<file path="src/rtl/core/rpc_pkg.sv">
package rpc_pkg;

  // field widths
  localparam int ROW_W    = 8;
  localparam int CFG_W    = 4;
  localparam int WAYS_W   = 20;
  localparam int CHOICE_W = 4;
  localparam int DATA_W   = 32;
  localparam int ADDR_W   = 3;

  // choice stack code: row left empty
  localparam logic [CHOICE_W-1:0] CHOICE_NONE = 4'hF;
  // saturation limit of the placement count
  localparam logic [WAYS_W-1:0]   WAYS_MAX    = '1;

  typedef enum logic [1:0] {
    ST_IDLE,
    ST_SEARCH,
    ST_DONE
  } state_t;

  // configuration register index (paddr[2])
  typedef enum logic {
    REG_BOARD_SIZE  = 1'b0,
    REG_PIECE_COUNT = 1'b1
  } reg_idx_t;

  // top level to search engine
  typedef struct packed {
    logic             row_we;
    logic [ROW_W-1:0] row_cells;
    logic             row_last;
    logic [CFG_W-1:0] board_size;
    logic [CFG_W-1:0] piece_count;
    logic             slot_free;
  } cmd_t;

  // search engine to top level
  typedef struct packed {
    logic idle;
    logic done;
  } sts_t;

endpackage

</file>
<file path="src/rtl/core/rpc_search.sv">
module rpc_search #(
  parameter int MAX_SIZE = 8
) (
  input  logic                        clk,
  input  logic                        rst,
  input  rpc_pkg::cmd_t               cmd,
  output rpc_pkg::sts_t               sts,
  output logic [rpc_pkg::WAYS_W-1:0]  ways
);

  localparam int LVL_W = $clog2(MAX_SIZE + 1);
  localparam int IDX_W = (MAX_SIZE > 1) ? $clog2(MAX_SIZE) : 1;
  localparam logic [LVL_W-1:0] LVL_MAX = LVL_W'(MAX_SIZE);

  rpc_pkg::state_t state, state_next;

  // board store and search stack
  logic [rpc_pkg::ROW_W-1:0]    board_rows   [MAX_SIZE];
  logic [rpc_pkg::CHOICE_W-1:0] choice_stack [MAX_SIZE];

  logic [LVL_W-1:0]           load_ptr;
  logic [LVL_W-1:0]           level, level_next;
  logic                       ascend, ascend_next;
  logic [rpc_pkg::ROW_W-1:0]  used_cols, used_cols_next;
  logic [rpc_pkg::CFG_W-1:0]  pieces, pieces_next;
  logic [rpc_pkg::WAYS_W-1:0] ways_total, ways_total_next;
  logic [LVL_W-1:0]           rows_in_use, rows_in_use_next;
  logic [rpc_pkg::ROW_W-1:0]  col_limit, col_limit_next;

  logic                         ch_we;
  logic [rpc_pkg::CHOICE_W-1:0] ch_wdata;
  logic                         do_pop;
  logic                         done;

  logic [IDX_W-1:0]             idx;
  logic [rpc_pkg::CHOICE_W-1:0] cur_choice;
  logic [rpc_pkg::ROW_W-1:0]    cur_row;
  logic [LVL_W-1:0]             rows_sat;
  logic [rpc_pkg::ROW_W-1:0]    limit_sat;

  assign idx        = level[IDX_W-1:0];
  assign cur_choice = choice_stack[idx];
  assign cur_row    = board_rows[idx];

  // board size clipped to the store depth, and the columns it allows
  always_comb begin
    if (int'(cmd.board_size) > MAX_SIZE) begin
      rows_sat = LVL_MAX;
    end else begin
      rows_sat = LVL_W'(cmd.board_size);
    end
    for (int c = 0; c < rpc_pkg::ROW_W; c++) begin
      limit_sat[c] = (c < int'(rows_sat));
    end
  end

  // search sequencer: one tree step per cycle
  always_comb begin
    logic                         placed;
    logic [rpc_pkg::ROW_W-1:0]    used_eff;
    logic [rpc_pkg::CFG_W-1:0]    pieces_eff;
    logic [rpc_pkg::CHOICE_W-1:0] start;
    logic [rpc_pkg::ROW_W-1:0]    cand;
    logic [rpc_pkg::CHOICE_W-1:0] first;

    state_next       = state;
    level_next       = level;
    ascend_next      = ascend;
    used_cols_next   = used_cols;
    pieces_next      = pieces;
    ways_total_next  = ways_total;
    rows_in_use_next = rows_in_use;
    col_limit_next   = col_limit;
    ch_we            = 1'b0;
    ch_wdata         = rpc_pkg::CHOICE_NONE;
    do_pop           = 1'b0;
    done             = 1'b0;

    // undo the piece this row holds, then look for the next free column
    placed     = (cur_choice != rpc_pkg::CHOICE_NONE);
    used_eff   = placed ? (used_cols & ~(rpc_pkg::ROW_W'(1) << cur_choice)) : used_cols;
    pieces_eff = placed ? (pieces + rpc_pkg::CFG_W'(1)) : pieces;
    start      = placed ? (cur_choice + rpc_pkg::CHOICE_W'(1)) : '0;
    cand       = cur_row & ~used_eff & col_limit & (rpc_pkg::ROW_W'('1) << start);
    first      = '0;
    for (int c = rpc_pkg::ROW_W - 1; c >= 0; c--) begin
      if (cand[c]) begin
        first = rpc_pkg::CHOICE_W'(c);
      end
    end

    unique case (state)
      rpc_pkg::ST_IDLE: begin
        if (cmd.row_we && cmd.row_last) begin
          state_next       = rpc_pkg::ST_SEARCH;
          level_next       = '0;
          ascend_next      = 1'b0;
          used_cols_next   = '0;
          pieces_next      = cmd.piece_count;
          ways_total_next  = '0;
          rows_in_use_next = rows_sat;
          col_limit_next   = limit_sat;
        end
      end
      rpc_pkg::ST_SEARCH: begin
        if (!ascend) begin
          if (pieces == '0) begin
            if (ways_total != rpc_pkg::WAYS_MAX) begin
              ways_total_next = ways_total + rpc_pkg::WAYS_W'(1);
            end
            do_pop = 1'b1;
          end else if (level >= rows_in_use) begin
            do_pop = 1'b1;
          end else begin
            // first branch: leave this row empty
            ch_we       = 1'b1;
            ch_wdata    = rpc_pkg::CHOICE_NONE;
            level_next  = level + LVL_W'(1);
          end
        end else begin
          if (|cand) begin
            ch_we          = 1'b1;
            ch_wdata       = first;
            used_cols_next = used_eff | (rpc_pkg::ROW_W'(1) << first);
            pieces_next    = pieces_eff - rpc_pkg::CFG_W'(1);
            level_next     = level + LVL_W'(1);
            ascend_next    = 1'b0;
          end else begin
            used_cols_next = used_eff;
            pieces_next    = pieces_eff;
            do_pop         = 1'b1;
          end
        end
      end
      rpc_pkg::ST_DONE: begin
        if (cmd.slot_free) begin
          done       = 1'b1;
          state_next = rpc_pkg::ST_IDLE;
        end
      end
      default: begin
        state_next = rpc_pkg::ST_IDLE;
      end
    endcase

    // return to the row above, or finish at the top
    if (do_pop) begin
      if (level == '0) begin
        state_next = rpc_pkg::ST_DONE;
      end else begin
        level_next  = level - LVL_W'(1);
        ascend_next = 1'b1;
      end
    end
  end

  always_ff @(posedge clk) begin
    if (rst) begin
      state       <= rpc_pkg::ST_IDLE;
      load_ptr    <= '0;
      level       <= '0;
      ascend      <= 1'b0;
      used_cols   <= '0;
      pieces      <= '0;
      ways_total  <= '0;
      rows_in_use <= '0;
      col_limit   <= '0;
    end else begin
      state       <= state_next;
      level       <= level_next;
      ascend      <= ascend_next;
      used_cols   <= used_cols_next;
      pieces      <= pieces_next;
      ways_total  <= ways_total_next;
      rows_in_use <= rows_in_use_next;
      col_limit   <= col_limit_next;
      // row pointer: saturates at the store depth, back to zero on the last row
      if (cmd.row_we) begin
        if (cmd.row_last) begin
          load_ptr <= '0;
        end else if (load_ptr < LVL_MAX) begin
          load_ptr <= load_ptr + LVL_W'(1);
        end
      end
    end
  end

  // board store write
  always_ff @(posedge clk) begin
    if (cmd.row_we && (load_ptr < LVL_MAX)) begin
      board_rows[load_ptr[IDX_W-1:0]] <= cmd.row_cells;
    end
  end

  // choice stack write
  always_ff @(posedge clk) begin
    if (ch_we) begin
      choice_stack[idx] <= ch_wdata;
    end
  end

  assign sts.idle = (state == rpc_pkg::ST_IDLE);
  assign sts.done = done;
  assign ways     = ways_total;

`ifndef ASSERT_OFF
  a_level_bound: assert property (@(posedge clk) disable iff (rst)
    (state == rpc_pkg::ST_SEARCH) |-> (level <= rows_in_use))
    else $error("search level beyond board rows");

  a_done_slot: assert property (@(posedge clk) disable iff (rst)
    sts.done |-> (cmd.slot_free && (state == rpc_pkg::ST_DONE)))
    else $error("result handed over without a free slot");

  a_load_idle: assert property (@(posedge clk) disable iff (rst)
    cmd.row_we |-> (state == rpc_pkg::ST_IDLE))
    else $error("row beat taken during search");

  a_ways_mono: assert property (@(posedge clk) disable iff (rst)
    (state == rpc_pkg::ST_SEARCH) |=> (ways_total >= $past(ways_total)))
    else $error("placement count went down during search");

  a_cols_pieces: assert property (@(posedge clk) disable iff (rst)
    ((state == rpc_pkg::ST_SEARCH) && (level == '0) && !ascend)
      |-> (used_cols == '0))
    else $error("columns still taken at search start");
`endif

endmodule

</file>
<file path="src/rtl/core/rook_placement_counter_unit.sv">
// channel | signals                                   | beat taken when
// --------+-------------------------------------------+--------------------------------
// in      | in_valid, in_ready, row_cells, row_last   | in_valid && in_ready
// out     | out_valid, out_ready, ways                | out_valid && out_ready
// cfg     | psel, penable, pwrite, paddr, pwdata ...  | psel && penable && pwrite
//
// A row without row_last is stored in the board. A last row starts a depth-first search with
// one tree step per row entry and one per return to a row, then hands the count over.
// Reset (rst, synchronous) clears control state; stored rows are undefined until written.
// in_ready is low from the last-row beat until the count is in the output register.
// A count waiting in the output register does not block loading of the next board.
module rook_placement_counter_unit #(
  parameter int MAX_SIZE = 8
) (
  input  logic                        clk,
  input  logic                        rst,
  // configuration
  input  logic                        psel,
  input  logic                        penable,
  input  logic                        pwrite,
  input  logic [rpc_pkg::ADDR_W-1:0]  paddr,
  input  logic [rpc_pkg::DATA_W-1:0]  pwdata,
  output logic [rpc_pkg::DATA_W-1:0]  prdata,
  output logic                        pready,
  // row input
  input  logic                        in_valid,
  output logic                        in_ready,
  input  logic [rpc_pkg::ROW_W-1:0]   row_cells,
  input  logic                        row_last,
  // count output
  output logic                        out_valid,
  input  logic                        out_ready,
  output logic [rpc_pkg::WAYS_W-1:0]  ways
);

  logic [rpc_pkg::CFG_W-1:0]  board_size;
  logic [rpc_pkg::CFG_W-1:0]  piece_count;
  rpc_pkg::reg_idx_t          reg_idx;
  rpc_pkg::cmd_t              cmd;
  rpc_pkg::sts_t              sts;
  logic [rpc_pkg::WAYS_W-1:0] eng_ways;

  assign pready  = 1'b1;
  assign reg_idx = rpc_pkg::reg_idx_t'(paddr[2]);

  // register writes
  always_ff @(posedge clk) begin
    if (rst) begin
      board_size  <= rpc_pkg::CFG_W'(8);
      piece_count <= rpc_pkg::CFG_W'(1);
    end else if (psel && penable && pwrite && pready) begin
      unique case (reg_idx)
        rpc_pkg::REG_BOARD_SIZE:  board_size  <= pwdata[rpc_pkg::CFG_W-1:0];
        rpc_pkg::REG_PIECE_COUNT: piece_count <= pwdata[rpc_pkg::CFG_W-1:0];
        default: ;
      endcase
    end
  end

  // register reads
  always_comb begin
    unique case (reg_idx)
      rpc_pkg::REG_BOARD_SIZE:  prdata = rpc_pkg::DATA_W'(board_size);
      rpc_pkg::REG_PIECE_COUNT: prdata = rpc_pkg::DATA_W'(piece_count);
      default:                  prdata = '0;
    endcase
  end

  assign in_ready = sts.idle;

  always_comb begin
    cmd.row_we      = in_valid && in_ready;
    cmd.row_cells   = row_cells;
    cmd.row_last    = row_last;
    cmd.board_size  = board_size;
    cmd.piece_count = piece_count;
    cmd.slot_free   = !out_valid || out_ready;
  end

  rpc_search #(
    .MAX_SIZE (MAX_SIZE)
  ) u_search (
    .clk  (clk),
    .rst  (rst),
    .cmd  (cmd),
    .sts  (sts),
    .ways (eng_ways)
  );

  // output register
  always_ff @(posedge clk) begin
    if (rst) begin
      out_valid <= 1'b0;
    end else if (sts.done) begin
      out_valid <= 1'b1;
    end else if (out_ready) begin
      out_valid <= 1'b0;
    end
  end

  always_ff @(posedge clk) begin
    if (sts.done) begin
      ways <= eng_ways;
    end
  end

endmodule
</file>
<file path="config.mk">
export PLATFORM = sky130hd
export DESIGN_NAME = rook_placement_counter_unit
export DESIGN_NICKNAME = d
export VERILOG_FILES = /design/src/rtl/core/rpc_pkg.sv /design/src/rtl/core/rpc_search.sv /design/src/rtl/core/rook_placement_counter_unit.sv
export SDC_FILE = /design/constraint.sdc
export NUM_CORES = 1
export LEC_CHECK = 0
export BUFFER_PORTS_ARGS = -buffer_cell sky130_fd_sc_hd__buf_2
export CAP_MARGIN = 20
export CORE_MARGIN = 5
export CORE_UTILIZATION = 30
export DETAILED_ROUTE_END_ITERATION = 8
export GPL_TIMING_DRIVEN = 1
export SKIP_CTS_REPAIR_TIMING = 1
export SYNTH_ARGS = -nofsm -noshare
export SYNTH_HDL_FRONTEND = slang
export SYNTH_SLANG_ARGS = --single-unit
</file>
<file path="constraint.sdc">
create_clock -name clk -period 6 [get_ports clk]
set_input_delay 0.9 -clock clk [delete_from_list [all_inputs] [get_ports clk]]
set_output_delay 0.9 -clock clk [all_outputs]
set_load 0.02 [all_outputs]
</file>
After elaboration in Yosys (flattened, before gate mapping)
Memories as Yosys holds them, arrays and structs flattened. A register that Yosys moved wholly into a read port is not among the register bits.
Cells that the tools add are included.
- register bits: 84
- output and inout bits: 55
- RAM bits: 96
- word-level logic and storage cells: 142
- memories: 2
- bits of input ports: 51
- muxes and demuxes: 69
- $lt $le $gt $ge: 11
- add/sub/neg operators: 7
- eq/ne operators: 9
- reductions and logical operators: 20
- bitwise logic cells: 8
- shift operators: 3
- memories (memory ; words ; bits a word ; read ports ; clocked after Yosys merged registers in ; write ports ; RTL line ; text):
    u_search.board_rows ; 8 ; 8 ; 1 ; 1 ; 1 ; rpc_search.sv:18 ; logic [rpc_pkg::ROW_W-1:0] board_rows [MAX_SIZE];
    u_search.choice_stack ; 8 ; 4 ; 1 ; 1 ; 1 ; rpc_search.sv:19 ; logic [rpc_pkg::CHOICE_W-1:0] choice_stack [MAX_SIZE];
- operators by type and width (cell ; number):
    $mux 20 ; 4
    $mux 4 ; 18
    $pmux 32 s2 ; 1
    $pmux 20 s2 ; 1
    $and 8x8->8 ; 4
    $mux 8 ; 4
    $mux 3 ; 10
    $mux 1 ; 22
    $add 20x1->20 const B ; 1
    $ne 20x20->1 const B ; 1
    $add 4x1->4 const B ; 4
    $lt 3x4->1 const A ; 4
    $not 8->8 ; 2
    $pmux 4 s2 ; 2
    $pmux 8 s2 ; 1
    $logic_not 4->1 ; 2
    $lt 1x4->1 const A ; 2
    $lt 2x4->1 const A ; 2
    $mux 2 ; 4
    $ne 2x1->1 const B ; 4
    $or 8x8->8 ; 1
    $reduce_and 2->1 ; 4
    $reduce_or 8->1 ; 1
    $shl 1x3->8 const A ; 1
    20 further kinds ; 27

Depth between registers and ports, before layout
Gate-level depths: netlist of run 1.
- word-level depth: 21
- mapped depth: 17
- mapped depth without buffers: 14

Hierarchy
From an unflattened synthesis of run 1, not the netlist that was laid out.
- cells, all modules: 731
- area total of the unflattened synthesis: 8489.4 um2
- modules (own cells, without submodules) (module ; seq. area each (um2) ; times used ; area an instance (um2) ; cells each):
    rpc_search ; 3963.8 ; 1 ; 7206.9 ; 635
    rook_placement_counter_unit ; 780.7 ; 1 ; 1282.5 ; 96

Least setup slack after synthesis of run 1
Ideal clock, no wire load.
- path type: flip-flop to flip-flop
- from: register u_search.level[0]
- to: memory u_search.choice_stack[1][0] in the netlist's numbering, enable pin
- setup time: 0.377 ns
- path slack: 1.640 ns
- stages on the path, launching flop included: 15
- buffers on the path: 2
- data arrival time: 3.983 ns
- path through: dfxtp_1 > buf_4 > mux4_2 > mux2i_1 > inv_1 > ha_1 > ha_1 > nor4b_1 > o211ai_1 > o221ai_1 > nor4_4 > o31a_2 > nand2b_1 > buf_2 > nor4_1
- longest elaborated chain between the ends: 7
- RTL lines (what ; RTL line ; text):
    from (decl) ; rpc_search.sv:22 ; logic [LVL_W-1:0] level, level_next;
    from (signal assigned) ; rpc_search.sv:170 ; level <= level_next;
    $ge 4x4->1 ; rpc_search.sv:112 ; end else if (level >= rows_in_use) begin
    $mux 1 ; rpc_search.sv:112 ;
    $mux 1 ; rpc_search.sv:107 ; if (pieces == '0) begin
    $mux 1 ; rpc_search.sv:106 ; if (!ascend) begin
    $mux 1 ; rpc_search.sv:92 ; unique case (state)
    $mux 1 ; rpc_search.sv:197 ; if (ch_we) begin
    $mux 1 (not written as such) ; rpc_search.sv:198 ; choice_stack[idx] <= ch_wdata;
    to (decl) ; rpc_search.sv:19 ;
Several ways; a longest one is shown, not always the timed one.

Worst setup path after layout of run 1
- from: register u_search.level[2]
- to: memory u_search.choice_stack[5][2] in the netlist's numbering, enable pin
The elaborated chain is that of the path after synthesis.

==> metrics.md, run 1 <==
| Metric | Value |
|---|---|
| Status | finished clean |
| CTS max path bufs | 2 |
| Depth of the worst register-to-register path | 13 |
| Sequential fraction of the synthesis area | 0.556 |
| Synth Flop Type | edfxtp_1 |
| Crit start category | register |
| Die area | 0.0319 sq mm |
| Antenna violations before repair | 0 |
| Critical path required time | 6.06 ns |
| Yosys warnings | 0 |
| Core Footprint | 0.0279 sq mm |
| Share of the synthesized area in the top cell type | 0.408 |
| Synthesis-to-finish area growth | 12.7% |
| Synth area leader | edfxtp_1 |
| Port Buffers | 46 |
| Pins Over Slew Limit | 0 |
| Synthesized cell area | 0.00853 sq mm |
| Design area | 0.00961 sq mm |
| Vias/cell | 4.87 |
| Clk sink count | 179 |
| Fin cells | 1175 |
| Fin Setup TNS | 0 ns |
| Hold Crit Endpoint | u_search.rows_in_use[2] |
| Filler Cells Inserted | 2785 |
| Routability cong. | 0.934 |
| Clock skew | 0.0119 ns |
| Critical path class | reg2reg |
| Global-route wire length before repair | 30000 um |
| Hold/Removal Path Class | reg2reg |
| Share of layout cells above drive strength 1 | 0.153 |
| Ant. Diodes | 0 |
| Placement Rows | 61 |
| Synth top cells by count | 116 x edfxtp_1, 82 x nor2_1, 63 x dfxtp_1, 46 x nand2_1, 36 x mux2i_1 |
| DRT iter0 DRCs | 354 |
| Final worst slack | 0.897 ns |
| Critical Path Sink Type | register |
| Pwr dens | 275 mW/mm^2 |
| R2r setup slk | 0.90 ns |
| Worst slew pin tran | 0.962 ns |
| Largest net degree at the start of global routing | 46 |
| Die extent in x | 179 um |
| Number of top-level pins | 106 |
| Tmin final | 5.10 ns |
| Nets | 853 |
| Register area | 0.00475 sq mm |
| RSZ-0062 raised after global routing | false |
| CTS tree | yes |
| FF-to-FF Start | u_search.level[2] |
| Crit Path Max Fanout | 16 |
| Peak VDD IR | 0.179 mV |
| H-tree Lvls | 4 |
| Final period utilization | 0.851 |
| Starting density of the core | 0.306 |
| Number of global-route vias before repair | 5327 |
| FF+latch count, synth | 179 |
| Dpl cells | 1142 |
| Worst slack, placed | 0.912 ns |
| Worst r2r dst | u_search.choice_stack[5][2] |
| DR pass1 iterations | 5 |
| Critical hold path startpoint | u_search.rows_in_use[2] |
| Grt ovf | 0 |
| Placed instance area | 0.00902 sq mm |
| Max Cap Violations | 0 |
| Final setup fails | 0 |
| Die Ht | 179 um |
| Syn_area_per_cell | 11.4 sq um |
| Fmax | 196 MHz |
| Vias | 5723 |
| CTS Buf Count | 17 |
| Worst-Skew Late Latency | 0.43 ns |
| Clock Pin Slew Worst Setup and Hold Paths | 0.07 ns |
| Clock tree root driver cell | clkbuf_16 |
| Multi-input logic area | 0.00336 sq mm |
| Arrival time worst endpoint | 5.16 ns |
| GRT Overall Usage | 0.121 |
| Drt total wl | 19300 um |
| Synth Instances | 749 |
| Antenna Nets Post-Route | 0 |
| Cell with the most instances after synthesis | edfxtp_1 |
| EDFF count, synth | 116 |
| Hold Path Depth | 2 |
| Yosys cell types | 73 |
| Dpl hpwl | 13500 um |
| Ys async rst share | 0 |
| Slew margin rel. | 0.356 |
| Leak | 3.31 nW |
| Ranking of synthesized cells by area | edfxtp_1 41%, dfxtp_1 15%, mux2i_1 4.2% |
| DR WL/cell | 16.4 um |
| Final hold vios | 0 |
| DRC Markers | 0 |
-- worst max-delay path, cell delays in order, from the launching register on --
cell and delay [ns]:
dfxtp_1 0.76, nor2b_1 0.55, a22oi_1 0.15, o21a_1 0.28, inv_1 0.10, ha_1 0.23
ha_1 0.32, nor4b_1 0.31, o211ai_1 0.18, o221ai_1 0.33, nor4_4 0.10, o31a_2 0.43
nand2b_1 0.34, nor3b_1 0.64
-- registers in the layout (all words and copies together), names as in the netlist --
signal / count
u_search.col_limit: 8
u_search.rows_in_use: 3
u_search.ways: 20
u_search.ascend: 1
board_size: 4
u_search.choice_stack: 32
u_search.pieces: 4
u_search.board_rows: 64
out_valid: 1
piece_count: 4
u_search.state: 2
u_search.load_ptr: 4
u_search.used_cols: 8
ways: 20
u_search.level: 4
-- kinds of logic after synthesis --
family,share of synthesized area
mux,0.0818
other cells,0.000880
simple gates,0.147
fa+ha+maj,0.0264
buf+inv,0.0638
flops,0.556
xor+xnor,0.0174
compound gates,0.107
-- per-layer routing --
layer  wire [um]  vias up  track usage  share of wire
li1            -     2780            -              -
met1        9100     2807        0.167           0.47
met2        9210      116        0.194           0.48
met3         709       20       0.0209          0.037
met4         284        0       0.0361          0.015
met5           0        -            0              0
-- layout by cell type, fill, tap and decap left out, types with 7 or more instances in the layout --
master,count
inv_1,34
clkbuf_16,17
dfxtp_1,62
a31oi_1,11
buf_4,10
mux2i_1,36
nand4_1,13
o211ai_1,7
nand2b_1,13
nand3b_1,7
nand2_1,46
nor3b_1,7
buf_2,46
edfxtp_1,116
nor3_1,17
mux4_2,12
ha_1,18
xnor2_1,9
or3_1,12
nor4_1,7
nor2_1,82
a21oi_1,26
o21ai_0,21
conb_1,29
nand3_1,15
xor2_1,8
a211oi_1,7
-- metrics by stage --
| step | power (mW) | utilization | hold WS, ns |
|---|---|---|---|
| 6_report | 2.64 | 0.344 | 0.455 |
| 5_1_grt | 2.74 | 0.344 | 0.475 |
| 4_1_cts | 2.67 | 0.344 | 0.459 |
| 3_5_place_dp | 1.56 | 0.323 | 0.449 |
| 3_3_place_gp | 1.56 | 0.323 | 0.422 |
| 2_1_floorplan | 1.52 | - | 0.408 |
-- power by group --
group	leakage [nW]	switching (mW)	internal, mW	total [mW]
registers	1.68	0.0149	1.33	1.34
clock network	0.285	0.486	0.622	1.11
logic	1.35	0.132	0.0626	0.195
-- area by class of cell --
| type | instances | share of cell area |
|---|---|---|
| inverter | 36 | 0.0141 |
| multi-input combinational | 493 | 0.349 |
| timing repair buffer | 57 | 0.0333 |
| clock buffer | 19 | 0.0450 |
| sequential | 179 | 0.494 |
| clock inverter | 13 | 0.0154 |
| tap | 378 | 0.0492 |
-- worst max path at each step --
stage	depth (start not counted)	endpoint	slack, ns	from
after global placement	13	u_search.choice_stack[5][2]	1.02	u_search.level[2]
after global routing	13	u_search.choice_stack[5][2]	0.47	u_search.level[2]
after detailed placement	13	u_search.choice_stack[5][2]	0.91	u_search.level[2]
final	13	u_search.choice_stack[5][2]	0.90	u_search.level[2]
after CTS	13	u_search.choice_stack[5][2]	0.84	u_search.level[2]
after floorplan	14	u_search.choice_stack[1][0]	1.64	u_search.level[0]
Note: power is estimated with default switching activity, not from simulation.
==> run 2: changes to the inputs <==
--- a/config.mk
+++ b/config.mk
@@ -5,6 +5,7 @@
 export SDC_FILE = /design/constraint.sdc
 export NUM_CORES = 1
 export LEC_CHECK = 0
+export ABC_AREA = 1
 export BUFFER_PORTS_ARGS = -buffer_cell sky130_fd_sc_hd__buf_2
 export CAP_MARGIN = 20
 export CORE_MARGIN = 5
==> run 2 against run 1 <==
  * Critical path type unchanged
  * Non-clock buffer count shrank 5
  * Clock skew increased by 0.00064 ns
  * Global-route usage rose by 0.48 points
  * Clock-buffer cell count rose by 1
  * Highest routed layer unchanged
  * Via count rose by 11%
  * Combinational power is 29% higher
  * Sequential power about the same
==> metrics.md, run 2 <==
| Metric | Value |
|---|---|
| Die area | 0.0321 sq mm |
| Final worst slack | 1.71 ns |
| EDFF count, synth | 116 |
| Dpl cells | 1370 |
| Pwr dens | 285 mW/mm^2 |
| Hold Crit Endpoint | ways[13] |
| Vias/cell | 4.54 |
| Fin Setup TNS | 0 ns |
| Ranking of synthesized cells by area | edfxtp_1 41%, dfxtp_1 15%, nand2_1 8.1% |
| Critical hold path startpoint | u_search.ways[13] |
| Share of the synthesized area in the top cell type | 0.406 |
| Largest delay share family, worst path | simple AND/OR/NAND/NOR gates |
| Max Cap Violations | 0 |
| Crit path cell chain | inv_2 > nor2_4 > nand3_1 > nand2_1 > nor2_1 > nand2_1 > ha_1 > ha_1 > inv_1 > o21ai_0 > nor3_1 > nand2_1 > nor2_1 > nand4_1 > nand2_2 > nor2_4 > nand2_2 > nand2_1 > or2_1 |
| Starting density of the core | 0.301 |
| Global-route wire length before repair | 31500 um |
| Grt ovf | 0 |
| Synth area leader | edfxtp_1 |
| Syn_area_per_cell | 8.99 sq um |
| Antenna violations before repair | 0 |
| Worst r2r dst | u_search.choice_stack[0][1] |
| Synthesized cell area | 0.00858 sq mm |
| Util after Layout | 0.342 |
| Crit path buffers/inverters | 2 |
| Nets | 1074 |
| Fin cells | 1402 |
| DRT iter0 DRCs | 488 |
| Cell with the most instances after synthesis | nand2_1 |
| Final hold vios | 0 |
| Critical Path Slowest Stage Cell | dfxtp_1 |
| Hold Path Depth | 0 |
| FF-to-FF Start | u_search.level[1] |
| Crit Path Max Fanout | 13 |
| Synthesis-to-finish area growth | 13.6% |
| Largest net degree at the start of global routing | 26 |
| Drt total wl | 19600 um |
| GRT Overall Usage | 0.125 |
| DR pass1 iterations | 5 |
| Sw Ratio | 0.252 |
| Port Buffers | 46 |
| Final setup fails | 0 |
| Clock skew | 0.0125 ns |
| CTS max path bufs | 2 |
| Die Ht | 179 um |
| DR WL/cell | 14.0 um |
| Cell-internal power | 2.08 mW |
| Dpl hpwl | 13900 um |
| Slew margin rel. | 0.304 |
| Sequential fraction of the synthesis area | 0.553 |
| Core Footprint | 0.0285 sq mm |
| Peak VDD IR | 0.180 mV |
| Tmin final | 4.29 ns |
| P_sw | 0.701 mW |
| Worst-Skew Late Latency | 0.43 ns |
| Worst slew pin tran | 1.04 ns |
| Most common cell on crit path | nand2_1 |
| Hold/Removal Path Class | reg2reg |
| Vias | 6359 |
| Ant. Diodes | 0 |
| FF+latch count, synth | 179 |
| Most common cell after layout, fill and taps aside | nand2_1 |
| Routability cong. | 0.902 |
| Placement Rows | 62 |
| Clk sink count | 179 |
| Synth Flop Type | edfxtp_1 |
| Crit-path max cell delay | 0.72 ns |
| Die extent in x | 179 um |
| Final hold slack | 0.461 ns |
| Clock Pin Slew Worst Setup and Hold Paths | 0.07 ns |
| Clock share of power | 0.424 |
| Number of top-level pins | 106 |
| Depth of the worst register-to-register path | 19 |
| Yosys cell types | 47 |
| Number of flip-flops in the largest register | 64 |
| Arrival time worst endpoint | 4.43 ns |
| Design area | 0.00974 sq mm |
| Fmax | 233 MHz |
| Clock tree root driver cell | clkbuf_16 |
| Critical Path Sink Type | register |
| Crit start category | register |
| DRC Markers | 0 |
| CTS tree | yes |
| Pins Over Slew Limit | 0 |
| Logic pwr share | 0.091 |
| Final period utilization | 0.716 |
| Synth Instances | 954 |
| R2r setup slk | 1.71 ns |
| Most frequent cells in the layout | 186 x nand2_1, 116 x edfxtp_1, 115 x nor2_1 |
| H-tree Lvls | 4 |
| Sequential share of power | 0.485 |
| Antenna Nets Post-Route | 0 |
| CTS Buf Count | 17 |
| Number of global-route vias before repair | 5943 |
| Critical path required time | 6.14 ns |
| Synth top cells by count | 186 x nand2_1, 116 x edfxtp_1, 115 x nor2_1, 102 x inv_1, 63 x dfxtp_1 |
| RSZ-0062 raised after global routing | false |
| Placed instance area | 0.00913 sq mm |
| Status | finished clean |
| Share of layout cells above drive strength 1 | 0.137 |
| Yosys warnings | 0 |
| Critical path class | reg2reg |
| Leak | 3.80 nW |
| Ys async rst share | 0 |
| Worst slack, placed | 1.74 ns |
| Tot Pwr | 2.78 mW |
-- run 2: final cells by class --
| class | count | area, sq um |
|---|---|---|
| Clock buffer | 20 | 447 |
| Clock inverter | 12 | 165 |
| Fill cell | 2944 | 18700 |
| Inverter | 114 | 428 |
| Multi-Input combinational cell | 641 | 3200 |
| Sequential cell | 179 | 4740 |
| Tap cell | 384 | 480 |
| Timing Repair Buffer | 52 | 275 |
-- run 2: how the worst max path moves through the flow --
stage	startpoint	endpoint	slack, ns	cells past startpoint
finish	u_search.level[1]	u_search.choice_stack[0][1]	1.71	19
global route	u_search.level[0]	u_search.choice_stack[0][1]	1.25	20
CTS	u_search.level[0]	u_search.choice_stack[0][1]	1.72	20
detailed placement	u_search.level[0]	u_search.choice_stack[4][1]	1.74	20
global placement	u_search.level[0]	u_search.choice_stack[4][1]	1.83	20
floorplan	u_search.level[0]	u_search.choice_stack[0][1]	2.78	20
-- run 2: power groups by stage --
stage	sequential [mW]	clock [mW]	combinational [mW]
floorplan	1.38	0	0.194
global placement	1.38	0	0.249
detailed placement	1.38	0	0.251
CTS	1.35	1.20	0.252
global route	1.35	1.26	0.285
finish	1.35	1.18	0.252
-- run 2: kinds of logic (layout without fill, tap and decap cells) --
kind of cell | Yosys count | in the layout | synth area share
compound gates | 132 | 132 | 0.0855
flops | 179 | 179 | 0.553
simple gates | 451 | 451 | 0.237
fa+ha+maj | 18 | 18 | 0.0263
xor+xnor | 11 | 11 | 0.0112
other cells | 2 | 29 | 0.000875
buf+inv | 161 | 198 | 0.0861
-- run 2: routing by layer --
layer | vias up | GRT usage | share of wire
li1 | 3218 | - | -
met4 | 0 | 0.0368 | 0.019
met3 | 25 | 0.0266 | 0.058
met1 | 2950 | 0.174 | 0.47
met2 | 166 | 0.198 | 0.46
met5 | - | 0 | 0
==> run 3: changes to the inputs <==
--- a/config.mk
+++ b/config.mk
@@ -5,7 +5,7 @@
 export SDC_FILE = /design/constraint.sdc
 export NUM_CORES = 1
 export LEC_CHECK = 0
-export ABC_AREA = 1
+export ABC_AREA = 0
 export BUFFER_PORTS_ARGS = -buffer_cell sky130_fd_sc_hd__buf_2
 export CAP_MARGIN = 20
 export CORE_MARGIN = 5
==> constraint.sdc (replaced) <==
create_clock -name clk -period 4.4 [get_ports clk]
set_input_delay 0.66 -clock clk [delete_from_list [all_inputs] [get_ports clk]]
set_output_delay 0.66 -clock clk [all_outputs]
set_load 0.02 [all_outputs]
==> run 3 against run 2 <==
  * Sequential share of layout area hardly changed
  * Die area shrank 0.48%
  * Fmax grew 1.4%
  * Flip-flop and latch count unchanged
  * Final cell count down 15%
  * Routed wire length is 1.9% lower
  * Via count is 9.2% lower
  * Largest cell class unchanged
  * Critical path depth is 6 lower
  * Clock power grew 28%
  * Hold slack worse by 0.014 ns
==> metrics.md, run 3 (same netlist as run 1, synthesis figures left out) <==
| Metric | Value |
|---|---|
| DRC Markers | 0 |
| Max Cap Violations | 0 |
| Placement Rows | 61 |
| Status | finished clean |
| Critical path required time | 4.55 ns |
| DR WL/cell | 16.2 um |
| Crit start category | register |
| RSZ-0062 raised after global routing | false |
| Arrival time worst endpoint | 4.38 ns |
| Routability cong. | 0.922 |
| Clock skew | 0.0126 ns |
| Number of flip-flops in the largest register | 64 |
| Ant. Diodes | 0 |
| Critical Path Slowest Stage Cell | mux4_2 |
| Filler Cells Inserted | 2765 |
| Final period utilization | 0.962 |
| H-tree Lvls | 4 |
| Hold Crit Endpoint | ways[18] |
| CTS max path bufs | 2 |
| Critical Path Sink Type | register |
| Core Footprint | 0.0279 sq mm |
| Final setup fails | 0 |
| Dpl cells | 1159 |
| Crit Path Max Fanout | 9 |
| CTS Buf Count | 17 |
| Worst r2r dst | u_search.choice_stack[1][3] |
| Number of top-level pins | 106 |
| Die extent in x | 179 um |
| Most common cell on crit path | ha_1 |
| Peak VDD IR | 0.296 mV |
| Fin cells | 1191 |
| Antenna Nets Post-Route | 0 |
| Grt ovf | 0 |
| Critical hold path startpoint | u_search.ways[18] |
| Critical Path Start | u_search.level[0] |
| Largest net degree at the start of global routing | 30 |
| Most frequent cells in the layout | 116 x edfxtp_1, 82 x nor2_1, 62 x dfxtp_1 |
| Clk sink count | 179 |
| Critical path class | reg2reg |
| DRT iter0 DRCs | 324 |
| Vias/cell | 4.85 |
| DR pass1 iterations | 5 |
| Nets | 869 |
| Crit path cell chain | mux4_2 > mux2i_1 > inv_1 > ha_1 > ha_1 > a21boi_0 > nand4_1 > nor2_1 > nor4_4 > o31a_2 > nand2b_2 > nor4_1 > buf_4 |
| Antenna violations before repair | 0 |
| Multi-input logic area | 0.00336 sq mm |
| Hold/Removal Path Class | reg2reg |
| Final hold vios | 0 |
| Pwr dens | 370 mW/mm^2 |
| Vias | 5773 |
| Drt total wl | 19200 um |
| Die Ht | 179 um |
| Tot Pwr | 3.61 mW |
| Share of layout cells above drive strength 1 | 0.172 |
| Dpl hpwl | 13600 um |
| Fin Setup TNS | 0 ns |
| Most common cell after layout, fill and taps aside | edfxtp_1 |
| Register area | 0.00475 sq mm |
| R2r setup slk | 0.17 ns |
| Clock Pin Slew Worst Setup and Hold Paths | 0.07 ns |
| Die area | 0.0319 sq mm |
| FF-to-FF Start | u_search.level[0] |
| Clock tree root driver cell | clkbuf_16 |
| GRT Overall Usage | 0.122 |
| Leak | 3.38 nW |
| Global-route wire length before repair | 30400 um |
| Worst-Skew Late Latency | 0.43 ns |
| Starting density of the core | 0.306 |
| Worst slew pin tran | 1.05 ns |
| Hold Path Depth | 0 |
| Depth of the worst register-to-register path | 13 |
| Pins Over Slew Limit | 0 |
| Fmax | 236 MHz |
| Synthesis-to-finish area growth | 14.1% |
| CTS tree | yes |
| Number of global-route vias before repair | 5467 |
| Tmin final | 4.23 ns |
| Crit-path max cell delay | 0.55 ns |
| Port Buffers | 46 |
| Slew margin rel. | 0.298 |
==> run 3: area by class of cell <==
cell class / instances / area share
clock buffers: 17 / 0.0437
clock inverters: 15 / 0.0175
inverters: 36 / 0.0139
multi-input cells: 493 / 0.345
flip-flops and latches: 179 / 0.487
well taps: 378 / 0.0485
repair buffers: 73 / 0.0444
==> run 3: per-layer routing <==
metal / GRT usage / vias up / routed length [um]
li1: - / 2810 / -
met1: 0.169 / 2788 / 8900
met2: 0.198 / 160 / 9210
met3: 0.0255 / 15 / 946
met4: 0.0307 / 0 / 179
met5: 0 / - / 0
==> run 3: stage by stage <==
step                instance area [sq um]   util  hold slack (ns)  worst slack, ns
CTS                                  9740  0.349            0.442           0.0808
global route                         9740  0.349            0.454           0.0143
finish                               9740  0.349            0.448            0.167
floorplan                            8640      -            0.408           0.0401
global placement                     9140  0.327            0.426            0.176
detailed placement                   9140  0.327            0.425            0.122
==> run 3: report_power, final <==
group          total (mW)  leakage (nW)  internal [mW]  switching (mW)
clock network        1.51         0.283          0.807           0.701
logic               0.268          1.42         0.0877           0.180
registers            1.83          1.68           1.81          0.0202
total                3.61          3.38           2.70           0.901
==> run 3: how the worst max path moves through the flow <==
stage          slack [ns]  cells past startpoint                           to
3_5_place_dp         0.12                     13  u_search.choice_stack[1][1]
2_1_floorplan        0.04                     14  u_search.choice_stack[1][0]
5_1_grt              0.01                     13  u_search.choice_stack[1][2]
3_3_place_gp         0.18                     13  u_search.choice_stack[5][2]
6_report             0.17                     13  u_search.choice_stack[1][3]
4_1_cts              0.08                     13  u_search.choice_stack[1][3]
==> run 3: worst max-delay path, delay by kind of cell, from the launching register on <==
family | cells | cell delay, ns
simple gates | 5 | 1.09
buf+inv | 2 | 0.30
flops | 1 | 0.47
compound gates | 2 | 0.66
fa+ha+maj | 2 | 0.60
mux | 2 | 0.83
